File: config.mk
export PLATFORM = sky130hd
export DESIGN_NAME = button_dimmer_control
export DESIGN_NICKNAME = d
export VERILOG_FILES = /design/src/rtl/core/bdc_pkg.sv /design/src/rtl/core/bdc_cfg_regs.sv /design/src/rtl/core/bdc_step.sv /design/src/rtl/core/button_dimmer_control.sv
export SDC_FILE = /design/constraint.sdc
export NUM_CORES = 1
export LEC_CHECK = 0
export BUFFER_PORTS_ARGS = -buffer_cell sky130_fd_sc_hd__buf_2
export CORE_UTILIZATION = 61
export DETAILED_ROUTE_END_ITERATION = 7
export PLACE_DENSITY_LB_ADDON = 0.05
export SLEW_MARGIN = 15
export SYNTH_ARGS = -nofsm -noshare
export SYNTH_HDL_FRONTEND = slang
export SYNTH_HIERARCHICAL = 1
export SYNTH_SLANG_ARGS = --single-unit
File: constraint.sdc
create_clock -name clk_i -period 8.45 [get_ports clk_i]
set_input_delay 1.69 -clock clk_i [delete_from_list [all_inputs] [get_ports clk_i]]
set_output_delay 1.69 -clock clk_i [all_outputs]
set_load 0.1 [all_outputs]
File: src/rtl/core/bdc_pkg.sv
// Package: payload structs, config struct, register indexes and reset values for the dimmer.
`timescale 1ns / 1ps
package bdc_pkg;

  localparam int unsigned CfgIdxW = 2;
  localparam int unsigned CfgDataW = 16;

  // Configuration register indexes
  localparam logic [CfgIdxW-1:0] CFG_SAVED_LEVEL = 2'd0;
  localparam logic [CfgIdxW-1:0] CFG_PRESS_LOCKOUT = 2'd1;
  localparam logic [CfgIdxW-1:0] CFG_MIN_HOLD = 2'd2;
  localparam logic [CfgIdxW-1:0] CFG_LONG_HOLD = 2'd3;

  // Reset values
  localparam logic [7:0] SavedLevelRst = 8'd255;
  localparam logic [15:0] PressLockoutRst = 16'd200;
  localparam logic [15:0] MinHoldRst = 16'd100;
  localparam logic [15:0] LongHoldRst = 16'd2000;
  localparam logic [7:0] BrightRst = 8'd255;
  localparam logic [7:0] BrightMax = 8'd255;
  localparam logic KeyReleased = 1'b1;

  typedef struct packed {
    logic        key_level;
    logic [31:0] now_ms;
  } bdc_in_t;

  typedef struct packed {
    logic [7:0] level;
    logic       refresh;
    logic       adjusting;
  } bdc_out_t;

  typedef struct packed {
    logic [7:0]  saved_level;
    logic [15:0] press_lockout_ms;
    logic [15:0] min_hold_ms;
    logic [15:0] long_hold_ms;
  } bdc_cfg_t;

endpackage

File: src/rtl/core/bdc_cfg_regs.sv
// Configuration register file for the dimmer.
`timescale 1ns / 1ps
module bdc_cfg_regs
  import bdc_pkg::*;
(
  input  logic                clk_i,
  input  logic                rst_ni,
  input  logic                cfg_we_i,
  input  logic [CfgIdxW-1:0]  cfg_idx_i,
  input  logic [CfgDataW-1:0] cfg_data_i,
  output bdc_cfg_t            cfg_o
);

  bdc_cfg_t cfg_q;

  // Write the addressed register
  always_ff @(posedge clk_i or negedge rst_ni) begin
    if (!rst_ni) begin
      cfg_q.saved_level <= SavedLevelRst;
      cfg_q.press_lockout_ms <= PressLockoutRst;
      cfg_q.min_hold_ms <= MinHoldRst;
      cfg_q.long_hold_ms <= LongHoldRst;
    end else if (cfg_we_i) begin
      unique case (cfg_idx_i)
        CFG_SAVED_LEVEL:   cfg_q.saved_level <= cfg_data_i[7:0];
        CFG_PRESS_LOCKOUT: cfg_q.press_lockout_ms <= cfg_data_i;
        CFG_MIN_HOLD:      cfg_q.min_hold_ms <= cfg_data_i;
        CFG_LONG_HOLD:     cfg_q.long_hold_ms <= cfg_data_i;
        default: ;
      endcase
    end
  end

  assign cfg_o = cfg_q;

endmodule

File: src/rtl/core/bdc_step.sv
// Key state, hold timing and brightness update for one poll.
`timescale 1ns / 1ps
module bdc_step
  import bdc_pkg::*;
(
  input  logic     clk_i,
  input  logic     rst_ni,
  input  logic     fire_i,
  input  bdc_in_t  item_i,
  input  bdc_cfg_t cfg_i,
  output bdc_out_t res_o
);

  logic        last_q, last_d;
  logic [31:0] start_q, start_d;
  logic [7:0]  bright_q, bright_d;
  logic        adj_q, adj_d;
  logic        ramp_q, ramp_d;

  logic        key;
  logic [31:0] since_start;
  logic        start_now;
  logic [31:0] held;
  logic        release_act;
  logic        refresh;

  assign key = item_i.key_level;

  // Time since the last press start and the press-edge restart
  assign since_start = item_i.now_ms - start_q;
  assign start_now = !key && last_q && (since_start > {16'd0, cfg_i.press_lockout_ms});
  assign start_d = start_now ? item_i.now_ms : start_q;
  assign held = start_now ? 32'd0 : since_start;
  assign release_act = key && !last_q && (held > {16'd0, cfg_i.min_hold_ms});
  assign last_d = key;

  // Release action, then one ramp step
  always_comb begin
    bright_d = bright_q;
    adj_d = adj_q;
    ramp_d = ramp_q;
    refresh = 1'b0;
    if (release_act) begin
      if (adj_q) begin
        adj_d = 1'b0;
      end else if (held < {16'd0, cfg_i.long_hold_ms}) begin
        bright_d = (bright_q == 8'd0) ? cfg_i.saved_level : 8'd0;
        refresh = 1'b1;
      end else begin
        adj_d = 1'b1;
        ramp_d = 1'b1;
      end
    end
    if (ramp_d) begin
      if (key) begin
        bright_d = (bright_d == BrightMax) ? 8'd1 : bright_d + 8'd1;
        refresh = 1'b1;
      end else begin
        ramp_d = 1'b0;
      end
    end
  end

  assign res_o.level = bright_d;
  assign res_o.refresh = refresh;
  assign res_o.adjusting = adj_d;

  // Advance the state on each item
  always_ff @(posedge clk_i or negedge rst_ni) begin
    if (!rst_ni) begin
      last_q <= KeyReleased;
      start_q <= 32'd0;
      bright_q <= BrightRst;
      adj_q <= 1'b0;
      ramp_q <= 1'b0;
    end else if (fire_i) begin
      last_q <= last_d;
      start_q <= start_d;
      bright_q <= bright_d;
      adj_q <= adj_d;
      ramp_q <= ramp_d;
    end
  end

`ifndef SYNTHESIS
  a_ramp_in_adjust: assert property (@(posedge clk_i) disable iff (!rst_ni)
    ramp_q |-> adj_q) else $error("ramp running outside adjust mode");
  a_press_stops_ramp: assert property (@(posedge clk_i) disable iff (!rst_ni)
    (fire_i && !key) |=> !ramp_q) else $error("ramp survived a pressed poll");
  a_idle_holds: assert property (@(posedge clk_i) disable iff (!rst_ni)
    !fire_i |=> ($stable(bright_q) && $stable(start_q) && $stable(adj_q)))
    else $error("state changed without an item");
`endif

endmodule

File: src/rtl/core/button_dimmer_control.sv
// Top level of the single-key dimmer: input register, step logic, result register.
//
//   channel  direction  handshake               payload
//   in       sink       in_valid_i / in_stall_o   in_item_i  (bdc_in_t)
//   out      source     out_valid_o / out_stall_i out_item_o (bdc_out_t)
//   cfg      sink       cfg_we_i                  cfg_idx_i, cfg_data_i
//
// One item per clock sustained while out_stall_i is low; an accepted item enters the input
// register, then the result register, where it is valid. The input register feeds the step
// logic, which updates the key state and loads the result register together. Reset restores
// state, configuration and valid bits at once; the payload registers carry no reset.
// A stalled result holds; the input register then fills and in_stall_o rises.
`timescale 1ns / 1ps
module button_dimmer_control
  import bdc_pkg::*;
(
  input  logic                clk_i,
  input  logic                rst_ni,
  input  logic                in_valid_i,
  output logic                in_stall_o,
  input  bdc_in_t             in_item_i,
  output logic                out_valid_o,
  input  logic                out_stall_i,
  output bdc_out_t            out_item_o,
  input  logic                cfg_we_i,
  input  logic [CfgIdxW-1:0]  cfg_idx_i,
  input  logic [CfgDataW-1:0] cfg_data_i
);

  bdc_cfg_t cfg;
  bdc_out_t res;
  bdc_in_t  s1_item_q;
  logic     s1_valid_q;
  bdc_out_t out_item_q;
  logic     out_valid_q;
  logic     out_free;
  logic     fire;
  logic     in_take;

  bdc_cfg_regs u_cfg (
    .clk_i      (clk_i),
    .rst_ni     (rst_ni),
    .cfg_we_i   (cfg_we_i),
    .cfg_idx_i  (cfg_idx_i),
    .cfg_data_i (cfg_data_i),
    .cfg_o      (cfg)
  );

  bdc_step u_step (
    .clk_i  (clk_i),
    .rst_ni (rst_ni),
    .fire_i (fire),
    .item_i (s1_item_q),
    .cfg_i  (cfg),
    .res_o  (res)
  );

  // Handshake: the input register moves on when the result register can take it
  assign out_free = !out_valid_q || !out_stall_i;
  assign fire = s1_valid_q && out_free;
  assign in_stall_o = s1_valid_q && !out_free;
  assign in_take = in_valid_i && !in_stall_o;

  // Input register
  always_ff @(posedge clk_i or negedge rst_ni) begin
    if (!rst_ni) begin
      s1_valid_q <= 1'b0;
    end else if (in_take) begin
      s1_valid_q <= 1'b1;
    end else if (fire) begin
      s1_valid_q <= 1'b0;
    end
  end

  always_ff @(posedge clk_i) begin
    if (in_take) begin
      s1_item_q <= in_item_i;
    end
  end

  // Result register
  always_ff @(posedge clk_i or negedge rst_ni) begin
    if (!rst_ni) begin
      out_valid_q <= 1'b0;
    end else if (out_free) begin
      out_valid_q <= fire;
    end
  end

  always_ff @(posedge clk_i) begin
    if (fire) begin
      out_item_q <= res;
    end
  end

  assign out_valid_o = out_valid_q;
  assign out_item_o = out_item_q;

`ifndef SYNTHESIS
  a_stall_needs_item: assert property (@(posedge clk_i) disable iff (!rst_ni)
    in_stall_o |-> (s1_valid_q && out_valid_q)) else $error("stall without a held item");
  a_fire_loads_out: assert property (@(posedge clk_i) disable iff (!rst_ni)
    fire |=> out_valid_q) else $error("item lost between stages");
  a_held_item_kept: assert property (@(posedge clk_i) disable iff (!rst_ni)
    in_stall_o |=> (s1_valid_q && $stable(s1_item_q))) else $error("held item dropped");
`endif

endmodule
==> results of run 1 <==
[cells by family after synthesis]
logic type               synth area share, %
AO/OA/AOI/OAI                           15.9
XOR/XNOR                                2.15
adder cells (fa/ha/maj)                 10.7
buffers and inverters                   5.02
flip-flops                              41.1
multiplexers                            8.74
AND/OR/NAND/NOR                         16.4
[power by group through the flow]
stage	combinational (W)	sequential, W	clock [W]
5_1_grt	0.00193	0.000981	0.000804
2_1_floorplan	0.00123	0.00102	0
4_1_cts	0.00171	0.000965	0.000772
3_3_place_gp	0.00166	0.000968	0
3_5_place_dp	0.00169	0.000976	0
6_report	0.00174	0.000964	0.000766
[state kept, by name, summed over array words and instances, names as in the netlist]
signal / count
u_step/bright_q: 8
s1_valid_q: 1
u_step/start_q: 32
out_valid_o: 1
u_cfg/cfg_o: 56
u_step/adj_q: 1
out_item_o: 10
u_step/ramp_q: 1
s1_item_q: 33
u_step/last_q: 1
[cell type report]
class                           count  area share (%)
Multi-Input combinational cell    690            48.4
Sequential cell                   144            36.9
Clock buffer                       18            4.10
Timing Repair Buffer               74            3.73
Inverter                           87            3.12
Tap cell                          184            2.20
Clock inverter                     14            1.56
[synth_stat cells (all sizes together) (3+ instances only)]
master / instances / share of area, %
nand3b: 5 / 0.48
nor2: 38 / 1.5
nor4b: 3 / 0.28
and2: 29 / 2.0
nor3b: 4 / 0.44
buf: 6 / 0.39
o21a: 14 / 1.1
o2111ai: 3 / 0.28
inv: 87 / 3.5
a211o: 7 / 0.65
a21o: 24 / 1.9
ha: 77 / 10
mux2i: 8 / 0.85
nor4: 6 / 0.56
nor2b: 9 / 0.60
o31ai: 4 / 0.32
a21boi: 4 / 0.32
dfrtp: 72 / 19
xor2: 13 / 1.2
a21oi: 57 / 3.0
a31oi: 3 / 0.20
nand2b: 12 / 0.80
or3: 4 / 0.32
nor3: 16 / 0.91
or2: 4 / 0.27
dfstp: 29 / 8.1
o311ai: 4 / 0.37
a2111oi: 4 / 0.37
nand4: 22 / 1.5
a211oi: 7 / 0.61
a311oi: 3 / 0.28
nand2: 91 / 3.6
mux2: 65 / 7.9
nand3: 18 / 1.1
edfxtp: 43 / 14
and4: 7 / 0.65
o21ai: 61 / 3.3
a31o: 4 / 0.37
or4: 5 / 0.44
xnor2: 10 / 0.93
o211ai: 11 / 0.93
clkbuf: 26 / 1.1
and3: 11 / 0.79
[through the flow]
step / hold slack, ns / power, W / setup WS, ns / area [um^2]
2_1_floorplan: 0.459 / 0.00225 / 1.52 / 9380
3_3_place_gp: 0.470 / 0.00263 / 0.848 / 9870
3_5_place_dp: 0.479 / 0.00266 / 0.650 / 9870
4_1_cts: 0.495 / 0.00345 / 0.602 / 10500
5_1_grt: 0.516 / 0.00372 / 0.119 / 10500
6_report: 0.493 / 0.00347 / 0.834 / 10500
[final timing paths]
path	start	to	slack (ns)	cells after the start
hold / removal	s1_item_q[26]	u_step/start_q[26]	0.49	2
max in group asynchronous	rst_ni	u_cfg/cfg_o[2]	6.03	2
hold reg to reg	s1_item_q[26]	u_step/start_q[26]	0.49	2
min in group asynchronous	rst_ni	u_cfg/cfg_o[40]	1.25	1
setup reg to reg	s1_item_q[0]	u_step/bright_q[7]	0.83	33
setup / recovery	s1_item_q[0]	u_step/bright_q[7]	0.83	33
[tightest hold or removal path, cell delays in order, from the launching register on]
cell	delay [ns]
edfxtp_1	0.35
nand2_1	0.05
o21ai_0	0.06
[repair_timing]
action | CTS | global route
gates resized for setup | 0 | 2
setup endpoints to repair | 0 | 6
endpoints found under the hold margin | 0 | 0
[routing by layer]
metal / wire (um) / vias up
li1: - / 3574
met3: 937 / 43
met2: 10400 / 216
met1: 9930 / 3481
met4: 457 / 0
met5: 0 / -
==> summary.md, run 1 <==
| Metric | Value |
|---|---|
| Pins Over Slew Limit | `0` |
| VDD IR max | `slightly above 0.0002 V` |
| GR peak layer | `met2` |
| CTS hold repair buffers | `0` |
| CTS buffer count | `17` |
| First-pass GRT wire length | `roughly 36000 um` |
| Area of the multi-input gates | `0.00507 mm^2` |
| Startpoint Class | `flip-flop` |
| Commonest non-fill, non-tap cell in the layout | `nand2_1` |
| Synth Register Bits | `144` |
| P_sw | `roughly 0.0014 W` |
| Root buf cell | `clkbuf_16` |
| CTS Sinks | `144` |
| Top FF cell, synth | `dfrtp_1` |
| Async set-reset flop share out of synthesis | `between 70% and 80%` |
| Most frequent cells in the layout | `nand2_1, inv_1, ha_1, dfrtp_1, buf_2` |
| Kind of critical path | `reg -> reg` |
| CP required | `between 8 and 9 ns` |
| Share of cells above drive strength 1 | `roughly 22%` |
| Layout Cells excl Fill | `between 1000 and 1500` |
| Final net count | `roughly 1100` |
| DRT iter0 DRCs | `just under 600` |
| Status | `finished clean` |
| Fmax | `131 MHz` |
| Post-Place Cells | `1179` |
| GR Util met3 | `about 5%` |
| Final Core Density | `70.9%` |
| Sequential Power Share | `27.8%` |
| Routed WL | `21800 um` |
| Global-route usage over all layers | `around 30%` |
| Logic pwr share | `50.2%` |
| Number of synthesized flops with an enable pin | `43` |
| Clock power frac | `between 20% and 30%` |
| Overflow left after global routing | `0` |
| CP endpoint kind | `flip-flop` |
| Slowest CP cell | `nor4_4` |
| Die Y | `approximately 130 um` |
| Drt drc | `0` |
| Met1 usage | `between 30% and 40%` |
| Reg area | `0.00385 mm^2` |
| Lkg Pwr | `around 4.7 nW` |
| Clock Path Buffers | `2` |
| Mapped Cells | `953` |
| Syn. warnings | `6` |
| Vias per cell | `between 6 and 7` |
| Max incr delay on CP | `0.45 ns` |
| Wire per inst | `18.0 um` |
| Pwr/cell area | `332 mW/mm^2` |
| Setup_tns | `0 ns` |
| Slew HR | `approximately 34%` |
| Drt first pass iters | `5` |
| Critical path buffers and inverters | `4` |
| Met2 Usage GRT | `49.0%` |
| Critical path's top delay family | `compound AO/OA/AOI/OAI gates` |
| Ports | `68` |
| DIE AREA | `about 0.016 mm^2` |
| Fill count | `between 1000 and 1500` |
| Antenna violations before repair | `0` |
| Worst Tran Pin Value | `roughly 0.97 ns` |
| Row cnt | `44` |
| Worst-path clk slew | `0.06 ns` |
| Post-DP HPWL | `~16000 um` |
| Fin crit period | `7.62 ns` |
| Internal power consumption | `about 0.002 W` |
| Setup Skew | `0.00871 ns` |
| Worst Path Arrival | `about 8 ns` |
| Net Sw Frac | `41.2%` |
| Final setup fails | `0` |
| Routability cong. | `roughly 0.97` |
| Area grow syn2layout | `11.5%` |
| Final Hold Fails | `0` |
| DIE WIDTH | `126 um` |
| Via count | `7314` |
| Antenna-violating nets left | `0` |
| Final period util | `90.1%` |
| IO buf count | `67` |
| Synth unique cells | `83` |
| Skew-Pair Late Insertion Delay | `between 0.4 and 0.5 ns` |
| CTS tree | `yes` |
| Total setup buffers inserted after CTS | `0` |
| Starting Density | `approximately 64%` |
| Sequential fraction of the synthesis area | `between 40% and 50%` |
| Max_cap viols | `0` |
| Worst min path class | `reg -> reg` |
| Avg Inst Size Synth | `approximately 10 um^2` |
| Syn nets | `1087` |
| Unrepaired setup endpoints after global routing | `no` |
| Vias in the first global route | `approximately 7000` |
| Largest net degree at the start of global routing | `between 60 and 70` |
| H-tree levels | `4` |
| CP max FO | `12` |
| Mapped Area | `roughly 0.0094 mm^2` |
| # diodes | `0` |
| Core Region | `0.0148 mm^2` |
No activity file was read; power rests on OpenSTA's default activity.
==> run 2, diff against run 1 <==
Settings changed: CORE_UTILIZATION 61 to 35, MAX_ROUTING_LAYER set to met4.
==> run 2 against run 1 <==
  * The flow now finishes with violations (DRC)
  * Design area grew 1.7%
  * Register-to-register slack is essentially flat
  * Clock power shrank 2%
  * Combinational power is essentially flat
  * Die area grew 73%
  * Setup slack gained 0.011 ns
  * Clock skew grew 0.012 ns
  * Wire length grew 9.4%
  * Flip-flop and latch count is the same
  * Largest power group unchanged
  * Highest routed layer unchanged
==> summary.md, run 2 (synthesized netlist as in run 1, its figures left out) <==
| Metric | Value |
|---|---|
| CP required | `8.82 ns (about the same)` |
| Final net count | `1147 (-0.087%)` |
| Area of the multi-input gates | `0.00507 mm^2 (about the same)` |
| CP max FO | `10 (-2)` |
| DIE WIDTH | `166 um (+32%)` |
| Pwr/cell area | `324 mW/mm^2 (-2.4%)` |
| Setup Skew | `0.0207 ns (+0.0120 ns)` |
| P_sw | `0.00144 W (+0.74%)` |
| Wire per inst | `17.5 um (-2.6%)` |
| Routability cong. | `0.872 (-10%)` |
| Drt first pass iters | `7 (+2)` |
| # diodes | `0 (unchanged)` |
| Layout Cells excl Fill | `1361 (+12%)` |
| Antenna-violating nets left | `0 (unchanged)` |
| CTS tree | `yes` |
| Clock Path Buffers | `2 (unchanged)` |
| Commonest non-fill, non-tap cell in the layout | `nand2_1` |
| Antenna violations before repair | `0 (unchanged)` |
| Sequential Power Share | `27.9% (about the same)` |
| Ports | `68 (unchanged)` |
| Lkg Pwr | `4.65 nW (-0.25%)` |
| Row cnt | `59 (+34%)` |
| Startpoint Class | `flip-flop` |
| Clock power frac | `21.8% (-0.3 points)` |
| Core Region | `0.0262 mm^2 (+78%)` |
| Fill count | `2596 (+130%)` |
| Post-DP HPWL | `18300 um (+14%)` |
| Net Sw Frac | `41.9% (+0.64 points)` |
| Setup_tns | `0 ns (unchanged)` |
| Logic pwr share | `50.3% (about the same)` |
| DRT iter0 DRCs | `412 (-31%)` |
| Area grow syn2layout | `13.4%` |
| Unrepaired setup endpoints after global routing | `no` |
| Critical path's top delay family | `compound AO/OA/AOI/OAI gates` |
| Global-route usage over all layers | `18.7% (-10 points)` |
| CTS Sinks | `144 (unchanged)` |
| Reg area | `0.00385 mm^2 (unchanged)` |
| Final setup fails | `0 (unchanged)` |
| Worst min path class | `reg -> reg` |
| Failing checks | `DRC` |
| DIE AREA | `0.0275 mm^2 (+73%)` |
| Worst Tran Pin Value | `0.802 ns (-0.168 ns)` |
| H-tree levels | `4 (unchanged)` |
| Worst-path clk slew | `0.07 ns (about the same)` |
| Largest net degree at the start of global routing | `63 (unchanged)` |
| Routed WL | `23800 um (+9.4%)` |
| Die Y | `166 um (+32%)` |
| Final period util | `90.0% (-0.13 points)` |
| Vias per cell | `5.25 (-13%)` |
| Vias in the first global route | `7217 (+0.11%)` |
| Max reg flops | `56 (unchanged)` |
| Worst Path Arrival | `7.97 ns (-0.02 ns)` |
| Overflow left after global routing | `0 (unchanged)` |
| Fin crit period | `7.61 ns (-0.0108 ns)` |
| Max_cap viols | `0 (unchanged)` |
| Post-Place Cells | `1329 (+13%)` |
| IO buf count | `67 (unchanged)` |
| Total setup buffers inserted after CTS | `0 (unchanged)` |
| Status | `finished, violations left` |
| Final Hold Fails | `0 (unchanged)` |
| Via count | `7146 (-2.3%)` |
| Slowest CP cell | `nor4_4` |
| Slew HR | `45.2% (+11 points)` |
| CTS buffer count | `17 (unchanged)` |
| Kind of critical path | `reg -> reg` |
| Pins Over Slew Limit | `0 (unchanged)` |
| Root buf cell | `clkbuf_16` |
| Fmax | `131 MHz (+0.14%)` |
| Internal power consumption | `0.00200 W (-1.9%)` |
| Drt drc | `11 (+11)` |
| First-pass GRT wire length | `39300 um (+8.5%)` |
| Critical path buffers and inverters | `2 (-2)` |
| CP endpoint kind | `flip-flop` |
| VDD IR max | `0.000124 V (-40%)` |
| Max incr delay on CP | `0.47 ns (+0.02 ns)` |
| Most frequent cells in the layout | `nand2_1, inv_1, ha_1, dfrtp_1, buf_2` |
| Skew-Pair Late Insertion Delay | `0.43 ns (about the same)` |
| Starting Density | `35.8% (-28 points)` |
| Share of cells above drive strength 1 | `21.6% (+0.12 points)` |
==> run 2: final timing paths <==
check	start	to	slack (ns)	depth (start not counted)
min in group asynchronous	rst_ni	u_cfg/cfg_o[11]	1.27	1
max in group asynchronous	rst_ni	u_step/start_q[2]	5.98	2
worst max-delay path	s1_item_q[8]	u_step/bright_q[7]	0.84	31
worst min register to register	s1_item_q[14]	u_step/start_q[14]	0.47	2
worst max register to register	s1_item_q[8]	u_step/bright_q[7]	0.84	31
worst min-delay path	s1_item_q[14]	u_step/start_q[14]	0.47	2
==> run 2: per-stage QoR <==
step                      util, %  hold WS (ns)  instance area [um^2]  setup WS [ns]  total power (W)
after detailed placement     38.3         0.476                 10000          0.663          0.00270
after floorplan                 -         0.459                  9380           1.52          0.00225
after global routing         40.6         0.504                 10600          0.132          0.00375
final                        40.6         0.474                 10600          0.845          0.00345
after CTS                    40.5         0.485                 10600          0.637          0.00348
after global placement       38.3         0.476                 10000          0.869          0.00271
==> run 2: final cells by class <==
cell class              instances  share of cell area (%)
well taps                     335                    3.94
clock inverters                13                    1.18
repair buffers                 73                    3.60
multi-input cells             690                    47.7
clock buffers                  19                    4.26
flip-flops and latches        144                    36.3
inverters                      87                    3.07
==> run 2: power by group through the flow <==
stage,clock (W),combinational [W],sequential (W)
final,0.000749,0.00173,0.000962
after global routing,0.000810,0.00195,0.000982
after CTS,0.000782,0.00173,0.000964
after detailed placement,0,0.00172,0.000975
after global placement,0,0.00174,0.000972
after floorplan,0,0.00123,0.00102
==> run 2: tightest hold or removal path, delay by kind of cell (launching register included) <==
| kind | cells | cell delay, ns |
|---|---|---|
| flops | 1 | 0.35 |
| simple gates | 1 | 0.05 |
| compound gates | 1 | 0.06 |
==> run 2: timing repair <==
action	CTS	global route
setup endpoints to repair	0	4
resized for setup	0	2
endpoints found under the hold margin	0	0
hold buffers	0	0
==> run 2: metal layers <==
| layer | global-route usage [%] | share of wire (%) |
|---|---|---|
| met5 | - | 0 |
| met4 | 4.84 | 1.5 |
| met3 | 3.27 | 2.4 |
| met2 | 30.9 | 48 |
| met1 | 23.6 | 48 |
